`src/rtl/ccap_pkg.sv`:
```
`timescale 1ns / 1ps
`default_nettype none
// ----------------------------------------------------------------------------
// Charge channel answer parser: shared package
// Character codes, register indexes, status codes and the frame record that
// the line parser hands to the answer judge.
// ----------------------------------------------------------------------------
package ccap_pkg;

   // Line buffer limit: bytes past this count in one line are dropped.
   localparam int LINE_MAX   = 128;
   localparam int LINE_CNT_W = $clog2(LINE_MAX + 1);

   // Register port geometry.
   localparam int CSR_ADDR_W = 4;
   localparam int CSR_DATA_W = 32;

   // Register indexes.
   localparam logic [1:0] REG_ADDRESS     = 2'd0;
   localparam logic [1:0] REG_COMMAND     = 2'd1;
   localparam logic [1:0] REG_FAULT_LIMIT = 2'd2;

   // Character codes.
   localparam logic [7:0] CHAR_BANG  = 8'h21;
   localparam logic [7:0] CHAR_QUERY = 8'h3F;
   localparam logic [7:0] CHAR_CR    = 8'h0D;
   localparam logic [7:0] CHAR_PLUS  = 8'h2B;
   localparam logic [7:0] CHAR_MINUS = 8'h2D;
   localparam logic [7:0] CHAR_ZERO  = 8'h30;
   localparam logic [7:0] CHAR_TWO   = 8'h32;
   localparam logic [7:0] CHAR_NINE  = 8'h39;
   localparam logic [7:0] CHAR_UA    = 8'h41;
   localparam logic [7:0] CHAR_UE    = 8'h45;
   localparam logic [7:0] CHAR_UF    = 8'h46;
   localparam logic [7:0] CHAR_LA    = 8'h61;
   localparam logic [7:0] CHAR_LF    = 8'h66;

   // Connector status codes.
   localparam logic [3:0] ST_AVAILABLE   = 4'd0;
   localparam logic [3:0] ST_PREPARING   = 4'd1;
   localparam logic [3:0] ST_CHARGING    = 4'd2;
   localparam logic [3:0] ST_SUSP_EVSE   = 4'd3;
   localparam logic [3:0] ST_SUSP_EV     = 4'd4;
   localparam logic [3:0] ST_FINISHING   = 4'd5;
   localparam logic [3:0] ST_UNAVAILABLE = 4'd7;
   localparam logic [3:0] ST_FAULTED     = 4'd8;

   // Pilot level and PWM codes.
   localparam logic [2:0] LEVEL_A = 3'd0;
   localparam logic [2:0] LEVEL_B = 3'd1;
   localparam logic [2:0] LEVEL_C = 3'd2;
   localparam logic [2:0] LEVEL_D = 3'd3;
   localparam logic [2:0] LEVEL_F = 3'd5;

   localparam logic [1:0] PWM_NONE    = 2'd0;
   localparam logic [1:0] PWM_UNKNOWN = 2'd3;

   // Meter saturation bounds.
   localparam logic [31:0] METER_SAT = 32'h8000_0000;
   localparam logic [31:0] METER_MAX = 32'h7FFF_FFFF;

   // Miss counter ceiling.
   localparam logic [3:0] MISS_MAX = 4'd15;

   typedef enum logic [2:0] {
      CMD_NONE,
      CMD_STATUS,
      CMD_START,
      CMD_HALT,
      CMD_METER,
      CMD_PILOT,
      CMD_UNLOCK,
      CMD_LOCK_QUERY
   } cmd_type;

   typedef enum logic [1:0] {
      PH_WAIT,
      PH_ADDR_HI,
      PH_ADDR_LO,
      PH_PAYLOAD
   } phase_type;

   typedef struct packed {
      logic neg;
      logic bad;
      logic dig;
   } num_flags_type;

   // Frame record of the line received so far.
   typedef struct packed {
      phase_type     phase;
      logic          start_err;
      logic [7:0]    addr;
      logic          hdr_ok;
      logic [1:0]    pay_cnt;
      logic [7:0]    first;
      logic [7:0]    second;
      logic [31:0]   num;
      num_flags_type flags;
   } frame_type;

   typedef struct packed {
      logic       ok;
      logic [3:0] val;
   } hex_type;

   // Decode one hex character, upper or lower case.
   function automatic hex_type hex_decode(input logic [7:0] c);
      hex_type h;
      h.ok  = 1'b1;
      h.val = 4'd0;
      if (c >= CHAR_ZERO && c <= CHAR_NINE) begin
         h.val = 4'(c - CHAR_ZERO);
      end else if (c >= CHAR_UA && c <= CHAR_UF) begin
         h.val = 4'(c - CHAR_UA + 8'd10);
      end else if (c >= CHAR_LA && c <= CHAR_LF) begin
         h.val = 4'(c - CHAR_LA + 8'd10);
      end else begin
         h.ok = 1'b0;
      end
      return h;
   endfunction

endpackage
`default_nettype wire

```
`src/rtl/ccap_frame.sv`:
```
`timescale 1ns / 1ps
`default_nettype none
// ----------------------------------------------------------------------------
// Charge channel answer parser: line framer
// Tracks the start character, the two address characters and the payload of
// the current line, including the saturating decimal accumulator.
// ----------------------------------------------------------------------------
module ccap_frame
   import ccap_pkg::*;
(
   input  wire logic       clock,
   input  wire logic       reset,
   input  wire logic       byte_go,
   input  wire logic [7:0] byte_data,
   output frame_type       frame
);

   logic [LINE_CNT_W-1:0] line_cnt_ff, line_cnt_in;
   frame_type             frame_ff, frame_in;

   hex_type     hex;
   logic [3:0]  digit;
   logic [35:0] num_x10;
   logic        is_digit;

   assign hex      = hex_decode(byte_data);
   assign is_digit = (byte_data >= CHAR_ZERO) && (byte_data <= CHAR_NINE);
   assign digit    = 4'(byte_data - CHAR_ZERO);

   // Decimal accumulate: times ten plus the new digit.
   assign num_x10 = ({4'd0, frame_ff.num} << 3) + ({4'd0, frame_ff.num} << 1)
                  + {32'd0, digit};

   // Next frame state for one received byte.
   always_comb begin
      line_cnt_in = line_cnt_ff;
      frame_in    = frame_ff;
      if (byte_go) begin
         if (byte_data == CHAR_CR) begin
            line_cnt_in = '0;
            frame_in    = '0;
         end else if (line_cnt_ff < LINE_CNT_W'(LINE_MAX)) begin
            line_cnt_in = line_cnt_ff + 1'b1;
            if (byte_data == CHAR_BANG || byte_data == CHAR_QUERY) begin
               frame_in           = '0;
               frame_in.phase     = PH_ADDR_HI;
               frame_in.start_err = (byte_data == CHAR_QUERY);
               frame_in.hdr_ok    = 1'b1;
            end else begin
               unique case (frame_ff.phase)
                  PH_WAIT: begin
                  end
                  PH_ADDR_HI: begin
                     if (!hex.ok) begin
                        frame_in.hdr_ok = 1'b0;
                     end else begin
                        frame_in.addr = {hex.val, 4'h0};
                     end
                     frame_in.phase = PH_ADDR_LO;
                  end
                  PH_ADDR_LO: begin
                     if (!hex.ok) begin
                        frame_in.hdr_ok = 1'b0;
                     end else begin
                        frame_in.addr[3:0] = hex.val;
                     end
                     frame_in.phase = PH_PAYLOAD;
                  end
                  PH_PAYLOAD: begin
                     if (frame_ff.pay_cnt == 2'd0) begin
                        frame_in.first = byte_data;
                     end else if (frame_ff.pay_cnt == 2'd1) begin
                        frame_in.second = byte_data;
                     end
                     if (frame_ff.pay_cnt == 2'd0 &&
                         (byte_data == CHAR_MINUS || byte_data == CHAR_PLUS)) begin
                        if (byte_data == CHAR_MINUS) begin
                           frame_in.flags.neg = 1'b1;
                        end
                     end else if (is_digit) begin
                        if (num_x10 > {4'd0, METER_SAT}) begin
                           frame_in.num = METER_SAT;
                        end else begin
                           frame_in.num = num_x10[31:0];
                        end
                        frame_in.flags.dig = 1'b1;
                     end else begin
                        frame_in.flags.bad = 1'b1;
                     end
                     // The count only needs to tell zero, one, two and more apart.
                     if (frame_ff.pay_cnt != 2'd3) begin
                        frame_in.pay_cnt = frame_ff.pay_cnt + 2'd1;
                     end
                  end
                  default: begin
                  end
               endcase
            end
         end
      end
   end

   always_ff @(posedge clock) begin
      if (reset) begin
         line_cnt_ff <= '0;
         frame_ff    <= '0;
      end else begin
         line_cnt_ff <= line_cnt_in;
         frame_ff    <= frame_in;
      end
   end

   assign frame = frame_ff;

`ifndef SYNTH
   // The line counter never runs past the buffer limit.
   assert property (@(posedge clock) disable iff (reset)
      line_cnt_ff <= LINE_CNT_W'(LINE_MAX))
      else $error("line counter past limit");

   // Outside a frame the header is never marked good.
   assert property (@(posedge clock) disable iff (reset)
      frame_ff.phase == PH_WAIT |-> !frame_ff.hdr_ok)
      else $error("header good outside a frame");

   // Payload characters are only counted in the payload phase.
   assert property (@(posedge clock) disable iff (reset)
      frame_ff.phase != PH_PAYLOAD |-> frame_ff.pay_cnt == 2'd0)
      else $error("payload counted outside the payload phase");
`endif

endmodule
`default_nettype wire

```
`src/rtl/charge_channel_answer_parser_core.sv`:
```
`timescale 1ns / 1ps
`default_nettype none
// ----------------------------------------------------------------------------
// Charge channel answer parser
// Parses answer lines from a charging channel controller and keeps the
// connector status, pilot, lock and meter state.
// ----------------------------------------------------------------------------
// Usage:
//  - Request channel (req_valid / req_stall): one transfer per received byte
//    (req_type 0) or per missed pilot poll (req_type 1).
//  - Result channel (rsp_valid / rsp_stall): one transfer for each carriage
//    return or missed-poll tick; other bytes give no result.
//  - Register port: connector address at 0x0, pending command at 0x4 and
//    fault limit at 0x8; pready is always high.
//  - A request transfer is held in the input register; its result is then
//    held in the result register until the result transfer.
//  - Throughput is one item per cycle while no result waits on a stall; each
//    item is one pass of logic from the input to the result register.
//  - While the receiver stalls a waiting result, bytes that give no result
//    still pass; an item that gives a result waits in the input register,
//    and req_stall rises only when that register is held.
//  - Reset clears the line, status unavailable, pilot level F, PWM unknown,
//    lock set, meter zero, offline; fault limit returns to five.
// ----------------------------------------------------------------------------
module charge_channel_answer_parser_core
   import ccap_pkg::*;
(
   input  wire logic                  clock,
   input  wire logic                  reset,
   // Request channel
   input  wire logic                  req_valid,
   output logic                       req_stall,
   input  wire logic                  req_type,
   input  wire logic [7:0]            req_rx_byte,
   // Result channel
   output logic                       rsp_valid,
   input  wire logic                  rsp_stall,
   output logic                       rsp_answer_ok,
   output logic [3:0]                 rsp_conn_status,
   output logic [2:0]                 rsp_pilot_level,
   output logic [1:0]                 rsp_pilot_pwm,
   output logic                       rsp_locked,
   output logic signed [31:0]         rsp_meter_value,
   output logic                       rsp_meter_is_error,
   output logic                       rsp_status_changed,
   output logic                       rsp_online,
   output logic                       rsp_faulted,
   // Register port
   input  wire logic                  csr_psel,
   input  wire logic                  csr_penable,
   input  wire logic                  csr_pwrite,
   input  wire logic [CSR_ADDR_W-1:0] csr_paddr,
   input  wire logic [CSR_DATA_W-1:0] csr_pwdata,
   output logic [CSR_DATA_W-1:0]      csr_prdata,
   output logic                       csr_pready
);

   // Configuration registers
   logic [7:0] cfg_addr_ff;
   cmd_type    cfg_cmd_ff;
   logic [3:0] cfg_limit_ff;
   logic       csr_write;

   // Input register
   logic       s1_valid_ff;
   logic       s1_type_ff;
   logic [7:0] s1_byte_ff;
   logic       s1_emits;
   logic       s1_go;
   logic       out_free;
   logic       req_take;

   // Connector state
   logic [3:0]  status_ff, status_in;
   logic [2:0]  level_ff, level_in;
   logic [1:0]  pwm_ff, pwm_in;
   logic        lock_ff, lock_in;
   logic [31:0] meter_ff, meter_in;
   logic        meter_err_ff, meter_err_in;
   logic [3:0]  miss_ff, miss_in;
   logic        online_ff, online_in;
   logic        ok_in;
   logic        flt_in;

   // Result register
   logic        rsp_valid_ff;
   logic        rsp_ok_ff;
   logic [3:0]  rsp_status_ff;
   logic [2:0]  rsp_level_ff;
   logic [1:0]  rsp_pwm_ff;
   logic        rsp_lock_ff;
   logic [31:0] rsp_meter_ff;
   logic        rsp_meter_err_ff;
   logic        rsp_changed_ff;
   logic        rsp_online_ff;
   logic        rsp_faulted_ff;

   frame_type   frame;
   hex_type     status_hex;
   logic        frame_match;

   // Register port: writes complete in the access phase.
   assign csr_pready = 1'b1;
   assign csr_write  = csr_psel && csr_penable && csr_pwrite && csr_pready;

   always_ff @(posedge clock) begin
      if (reset) begin
         cfg_addr_ff  <= 8'd0;
         cfg_cmd_ff   <= CMD_NONE;
         cfg_limit_ff <= 4'd5;
      end else if (csr_write) begin
         unique case (csr_paddr[3:2])
            REG_ADDRESS:     cfg_addr_ff  <= csr_pwdata[7:0];
            REG_COMMAND:     cfg_cmd_ff   <= cmd_type'(csr_pwdata[2:0]);
            REG_FAULT_LIMIT: cfg_limit_ff <= csr_pwdata[3:0];
            default: begin
            end
         endcase
      end
   end

   always_comb begin
      unique case (csr_paddr[3:2])
         REG_ADDRESS:     csr_prdata = {24'd0, cfg_addr_ff};
         REG_COMMAND:     csr_prdata = {29'd0, cfg_cmd_ff};
         REG_FAULT_LIMIT: csr_prdata = {28'd0, cfg_limit_ff};
         default:         csr_prdata = '0;
      endcase
   end

   // Input register and flow control.
   assign s1_emits  = s1_type_ff || (s1_byte_ff == CHAR_CR);
   assign out_free  = !rsp_valid_ff || !rsp_stall;
   assign s1_go     = s1_valid_ff && (!s1_emits || out_free);
   assign req_stall = s1_valid_ff && !s1_go;
   assign req_take  = req_valid && !req_stall;

   always_ff @(posedge clock) begin
      if (reset) begin
         s1_valid_ff <= 1'b0;
      end else begin
         s1_valid_ff <= req_take || (s1_valid_ff && !s1_go);
      end
      if (req_take) begin
         s1_type_ff <= req_type;
         s1_byte_ff <= req_rx_byte;
      end
   end

   // Line framer sees every received byte that moves on.
   ccap_frame u_frame (
      .clock     (clock),
      .reset     (reset),
      .byte_go   (s1_go && !s1_type_ff),
      .byte_data (s1_byte_ff),
      .frame     (frame)
   );

   assign status_hex  = hex_decode(frame.first);
   assign frame_match = (frame.phase == PH_PAYLOAD) && frame.hdr_ok
                     && (frame.addr == cfg_addr_ff);

   // Judge the line at a carriage return, or count a missed poll.
   always_comb begin
      logic [2:0] lv;
      logic [1:0] pw;
      logic [3:0] ns;
      logic       keep;

      status_in    = status_ff;
      level_in     = level_ff;
      pwm_in       = pwm_ff;
      lock_in      = lock_ff;
      meter_in     = meter_ff;
      meter_err_in = meter_err_ff;
      miss_in      = miss_ff;
      online_in    = online_ff;
      ok_in        = 1'b0;
      flt_in       = 1'b0;

      lv   = (frame.first >= CHAR_UA && frame.first <= CHAR_UE)
           ? 3'(frame.first - CHAR_UA) : LEVEL_F;
      pw   = (frame.second >= CHAR_ZERO && frame.second <= CHAR_TWO)
           ? 2'(frame.second - CHAR_ZERO) : PWM_UNKNOWN;
      ns   = ST_AVAILABLE;
      keep = 1'b1;

      if (s1_type_ff) begin
         if (miss_ff != MISS_MAX) begin
            miss_in = miss_ff + 4'd1;
         end
         if (miss_in >= cfg_limit_ff) begin
            status_in = ST_FAULTED;
            level_in  = LEVEL_F;
            pwm_in    = PWM_UNKNOWN;
            online_in = 1'b0;
            flt_in    = 1'b1;
         end
      end else if (frame_match) begin
         unique case (cfg_cmd_ff)
            CMD_STATUS: begin
               if (frame.pay_cnt != 2'd0 && status_hex.ok) begin
                  status_in = status_hex.val;
                  ok_in     = 1'b1;
               end
            end
            CMD_PILOT: begin
               if (frame.pay_cnt >= 2'd2) begin
                  // Connector state machine runs only when the pilot changes.
                  if (lv != level_ff || pw != pwm_ff) begin
                     priority if (lv == LEVEL_A) begin
                        ns   = ST_AVAILABLE;
                        keep = 1'b0;
                     end else if (lv == LEVEL_B) begin
                        priority if (status_ff == ST_AVAILABLE) begin
                           ns   = ST_PREPARING;
                           keep = 1'b0;
                        end else if (pw == PWM_NONE) begin
                           if (status_ff != ST_FINISHING) begin
                              ns   = ST_SUSP_EVSE;
                              keep = 1'b0;
                           end
                        end else if (pw != PWM_UNKNOWN) begin
                           ns   = ST_SUSP_EV;
                           keep = 1'b0;
                        end else begin
                           // An unknown PWM keeps the status.
                        end
                     end else if (lv == LEVEL_C || lv == LEVEL_D) begin
                        if (pw != PWM_NONE) begin
                           ns   = ST_CHARGING;
                           keep = 1'b0;
                        end
                     end else begin
                        // Levels E and F keep the status.
                     end
                     if (!keep) begin
                        status_in = ns;
                     end
                     level_in = lv;
                     pwm_in   = pw;
                  end
                  miss_in   = 4'd0;
                  online_in = 1'b1;
                  ok_in     = 1'b1;
               end
            end
            CMD_START, CMD_HALT: begin
               ok_in = !frame.start_err;
            end
            CMD_METER: begin
               if (!frame.flags.bad && frame.flags.dig) begin
                  if (frame.flags.neg) begin
                     meter_in = 32'd0 - frame.num;
                  end else if (frame.num > METER_MAX) begin
                     meter_in = METER_MAX;
                  end else begin
                     meter_in = frame.num;
                  end
                  meter_err_in = frame.start_err;
                  ok_in        = 1'b1;
               end
            end
            CMD_UNLOCK: begin
               lock_in = frame.start_err;
               ok_in   = 1'b1;
            end
            default: begin
            end
         endcase
      end
   end

   // Connector state updates only for items that give a result.
   always_ff @(posedge clock) begin
      if (reset) begin
         status_ff    <= ST_UNAVAILABLE;
         level_ff     <= LEVEL_F;
         pwm_ff       <= PWM_UNKNOWN;
         lock_ff      <= 1'b1;
         meter_ff     <= 32'd0;
         meter_err_ff <= 1'b0;
         miss_ff      <= 4'd0;
         online_ff    <= 1'b0;
      end else if (s1_go && s1_emits) begin
         status_ff    <= status_in;
         level_ff     <= level_in;
         pwm_ff       <= pwm_in;
         lock_ff      <= lock_in;
         meter_ff     <= meter_in;
         meter_err_ff <= meter_err_in;
         miss_ff      <= miss_in;
         online_ff    <= online_in;
      end
   end

   // Result register.
   always_ff @(posedge clock) begin
      if (reset) begin
         rsp_valid_ff <= 1'b0;
      end else if (s1_go && s1_emits) begin
         rsp_valid_ff <= 1'b1;
      end else if (!rsp_stall) begin
         rsp_valid_ff <= 1'b0;
      end
      if (s1_go && s1_emits) begin
         rsp_ok_ff        <= ok_in;
         rsp_status_ff    <= status_in;
         rsp_level_ff     <= level_in;
         rsp_pwm_ff       <= pwm_in;
         rsp_lock_ff      <= lock_in;
         rsp_meter_ff     <= meter_in;
         rsp_meter_err_ff <= meter_err_in;
         rsp_changed_ff   <= (status_in != status_ff);
         rsp_online_ff    <= online_in;
         rsp_faulted_ff   <= flt_in;
      end
   end

   assign rsp_valid          = rsp_valid_ff;
   assign rsp_answer_ok      = rsp_ok_ff;
   assign rsp_conn_status    = rsp_status_ff;
   assign rsp_pilot_level    = rsp_level_ff;
   assign rsp_pilot_pwm      = rsp_pwm_ff;
   assign rsp_locked         = rsp_lock_ff;
   assign rsp_meter_value    = $signed(rsp_meter_ff);
   assign rsp_meter_is_error = rsp_meter_err_ff;
   assign rsp_status_changed = rsp_changed_ff;
   assign rsp_online         = rsp_online_ff;
   assign rsp_faulted        = rsp_faulted_ff;

`ifndef SYNTH
   // A fault result is never also a good answer.
   assert property (@(posedge clock) disable iff (reset)
      rsp_valid_ff && rsp_faulted_ff |-> !rsp_ok_ff)
      else $error("faulted result marked as good answer");

   // A fault result shows the faulted status and an offline connector.
   assert property (@(posedge clock) disable iff (reset)
      rsp_valid_ff && rsp_faulted_ff |-> rsp_status_ff == ST_FAULTED && !rsp_online_ff)
      else $error("faulted result with wrong status");

   // The request side is held back only while the input register is full.
   assert property (@(posedge clock) disable iff (reset)
      req_stall |-> s1_valid_ff)
      else $error("stall with empty input register");

   // An item that gives a result shows up on the result channel next cycle.
   assert property (@(posedge clock) disable iff (reset)
      s1_go && s1_emits |=> rsp_valid_ff)
      else $error("result lost");
`endif

endmodule
`default_nettype wire
```
`config.mk`:
```
export PLATFORM = sky130hd
export DESIGN_NAME = charge_channel_answer_parser_core
export DESIGN_NICKNAME = d
export VERILOG_FILES = /design/src/rtl/ccap_pkg.sv /design/src/rtl/ccap_frame.sv /design/src/rtl/charge_channel_answer_parser_core.sv
export SDC_FILE = /design/constraint.sdc
export NUM_CORES = 1
export LEC_CHECK = 0
export BUFFER_PORTS_ARGS = -buffer_cell sky130_fd_sc_hd__buf_2
export CAP_MARGIN = 20
export CORE_ASPECT_RATIO = 1.1
export CORE_MARGIN = 1
export CORE_UTILIZATION = 37
export CTS_BUF_LIST = sky130_fd_sc_hd__clkbuf_16
export CTS_CLUSTER_DIAMETER = 100
export DETAILED_ROUTE_END_ITERATION = 7
export GPL_ROUTABILITY_DRIVEN = 0
export GPL_TIMING_DRIVEN = 0
export PLACE_DENSITY = 0.57
export SLEW_MARGIN = 20
export SYNTH_ARGS = -nofsm -noshare
export SYNTH_HDL_FRONTEND = slang
export SYNTH_SLANG_ARGS = --single-unit
```
`constraint.sdc`:
```
create_clock -name clock -period 5.2 [get_ports clock]
set_input_delay 0.26 -clock clock [delete_from_list [all_inputs] [get_ports clock]]
set_output_delay 0.26 -clock clock [all_outputs]
set_load 0.02 [all_outputs]
```
==> flow_metrics.py <==
metrics = {
    "timing": {
        "period_share_pct": 85.1,
        "setup_tns_ns": 0,
        "slew_headroom_pct": 37.8,
        "tightest_slew_ns": 0.933,
        "rsz0062_at_grt": "false",
        "clock.fmax_mhz": 226,
        "finalHoldViolCount": 0,
        "clock_skew_ns": 0.0142,
        "fin_crit_ns": 4.43,
        "setup_viol": 0,
        "slew_viol_final": 0,
    },
    "global_route": {
        "grt_pass1_wl_mm": 50.5,
        "met3_usage_pct": 3.07,
        "grt_max_degree": 57,
        "grt_use_met2_pct": 30.9,
        "busiest_layer": "met2",
        "overflow": 0,
        "grt_usage_pct": 19.7,
        "first_global_vias": 9524,
        "antenna_found_initial": 1,
        "use_met1_pct": 27.9,
    },
    "yosys": {
        "synthMuxAreaShare_pct": 5.53,
        "synth.most_common_cell": "nand2_1",
        "synth-compound-area-share_pct": 17.9,
        "syn_avg_cell_area_um2": 8.48,
        "synthTopCellsByArea": "dfxtp_1 23%, edfxtp_1 14%, ha_1 9.1%",
        "synthAdderAreaFrac_pct": 9.46,
        "synthCells": 1392,
        "synth_common_cells": "199 x nand2_1, 138 x dfxtp_1, 136 x nor2_1",
        "yosys.area_share.simple_pct": 20.8,
        "synth_xor_area_share_pct": 3.71,
        "synth_top_area_share_pct": 23.4,
        "synth-edff-count": 56,
        "syn-cell-area_um2": 11800,
        "synth_top_family_by_area": "simple AND/OR/NAND/NOR gates",
        "yosysUniqueCellTypes": 77,
        "synthArstFlopShare_pct": 0,
        "synth_top_area_cell": "dfxtp_1",
        "synth_ff_type": "dfxtp_1",
        "synth-seq-cells": 194,
        "seq_area_frac_synth_pct": 37.7,
        "synth_warnings": 0,
    },
    "finish": {
        "drive_above_1_share_pct": 11.8,
        "area_growth_pct": 14.4,
        "postLayoutCoreUtil_pct": 43.0,
        "design_area_um2": 13500,
        "layout.nets": 1663,
        "diodes": 0,
    },
    "clock_network": {
        "ctsResizeCount": 0,
        "cts_buffer_depth": 2,
        "clock_latency_ns": 0.45,
        "cts_buffers": 17,
        "clkSinkCount": 194,
        "h-tree-depth": 4,
        "cts_tree": "built",
        "cts-root-buf": "clkbuf_16",
        "path_clk_slew_ns": 0.08,
    },
    "pwr": {
        "peakVddDrop_v": 0.000221,
        "p_per_area_nw_per_um2": 231,
        "total_power_mw": 3.12,
        "p_leak_nw": 5.46,
    },
    "worst_hold_path": {
        "worstHoldPathType": "in -> reg",
    },
    "run": {
        "max-cap-violations": 0,
    },
    "route": {
        "routed_wl_mm": 31.4,
        "ant_nets": 0,
        "dr.first_iter.drc_count": 717,
        "drcViolationCount": 0,
        "drtPass1Iterations": 5,
        "num_vias": 10300,
        "via_per_inst": 5.25,
        "wire_per_inst_um": 16.1,
    },
    "floorplan": {
        "rows": 68,
        "die_y_um": 189,
        "die_area_um2": 32600,
        "start_util_pct": 37.6,
        "die_w_um": 172,
        "core-area_um2": 31400,
        "io_pins": 134,
    },
    "worst_setup_path": {
        "endpoint_kind": "register",
        "worstPathArrival_ns": 4.80,
        "cp-start-kind": "register",
        "worstPathRequired_ns": 5.58,
        "path_class": "reg -> reg",
        "timing.critical_path.fanout_max": 10,
    },
    "placement": {
        "port_buffers": 80,
        "dpl_cell_area_um2": 12800,
        "hpwl_mm": 23.9,
    },
    "outcome": {
        "outcome": "finished, final reports clean",
    },
}
## worst max-delay path: stages, from the launching register on
cell	delay, ns
edfxtp_1	0.58
fa_1	0.64
inv_1	0.07
fa_1	0.45
nand2b_1	0.18
a21oi_1	0.22
a21oi_1	0.23
o31ai_1	0.40
or2_2	0.23
a31oi_1	0.12
o32a_1	0.39
or4_4	0.45
buf_2	0.22
o21ai_1	0.16
## state kept, by name (all words and copies together) (netlist names), 2 cells and up
signal	cells
cfg_addr_ff	8
cfg_cmd_ff	3
cfg_limit_ff	4
level_ff	3
meter_ff	32
miss_ff	4
pwm_ff	2
rsp_conn_status	4
rsp_meter_value	32
rsp_pilot_level	3
rsp_pilot_pwm	2
s1_byte_ff	8
status_ff	4
u_frame.frame	65
u_frame.line_cnt_ff	8
## layer usage
layer | vias to the layer above | share of wire (%)
met2 | 274 | 45
met3 | 27 | 4.7
li1 | 5204 | -
met1 | 4755 | 49
met5 | - | 0.025
met4 | 2 | 1.4
## cells by family (layout without fill, tap and decap cells)
group / count (synthesis) / in the layout
xor gates and xnor gates: 50 / 50
muxes: 62 / 62
AOI/OAI and AO/OA: 340 / 340
and+or+nand+nor: 530 / 530
DFF: 194 / 194
adders and majority gates: 88 / 88
buffers and inverters: 126 / 247
other: 2 / 25
## worst paths after layout
kind / cells after the start / to / start / slack [ns]
worst max-delay path: 13 / u_frame.frame[30] / s1_byte_ff[3] / 0.77
worst min-delay path: 3 / cfg_addr_ff[5] / csr_pwdata[5] / 0.05
worst max register to register: 13 / u_frame.frame[30] / s1_byte_ff[3] / 0.77
worst min register to register: 2 / meter_ff[19] / meter_ff[19] / 0.46
## final cells by class
cell class / count / area (um2)
clock inverter: 15 / 174
timing repair buffer: 89 / 490
inverter: 41 / 154
tap: 420 / 526
clock buffer: 17 / 425
sequential: 194 / 4440
fill: 3163 / 17900
multi-input combinational: 1095 / 6870
buffer: 85 / 424
## cell usage in the layout, fill, tap and decap left out, types with 7 or more instances in the layout
cell	n
nand2_1	199
dfxtp_1	138
nand4_1	14
o21ai_0	58
ha_1	86
or3_1	10
and2_1	13
inv_8	8
edfxtp_1	56
buf_2	83
xor2_1	26
a22oi_1	14
nor2b_1	16
nand2b_1	15
buf_4	26
dlygate4sd3_1	9
nor2_1	136
clkbuf_16	17
a21oi_1	119
mux2i_1	36
clkbuf_1	53
conb_1	25
o21ai_1	36
mux2_2	26
nand3b_1	7
nor4_1	7
nor3_1	37
a31oi_1	8
nand3_1	41
a211oi_1	12
and3_1	7
o31ai_1	11
inv_1	39
a21o_1	12
xnor2_1	24
o21bai_1	7
## stage by stage
| stage | setup WS [ns] | std cells | hold slack (ns) |
|---|---|---|---|
| final | 0.774 | 1956 | 0.0454 |
| after global routing | 0.471 | 1956 | 0.0549 |
| after CTS | 0.748 | 1956 | 0.0300 |
| after detailed placement | 0.800 | 1915 | 0.447 |
| after global placement | 0.0993 | 1915 | 0.438 |
| after floorplan | 1.39 | 1415 | 0.359 |
## where the power goes
| group | switching [mW] | internal [mW] |
|---|---|---|
| clock network | 0.688 | 0.655 |
| registers | 0.0185 | 1.57 |
| logic | 0.124 | 0.0639 |
## what timing repair did
item,CTS,global route
hold endpoints to repair,9,0
buffers inserted,0,0
hold buffers,9,0
(Power assumes the default switching activity.)
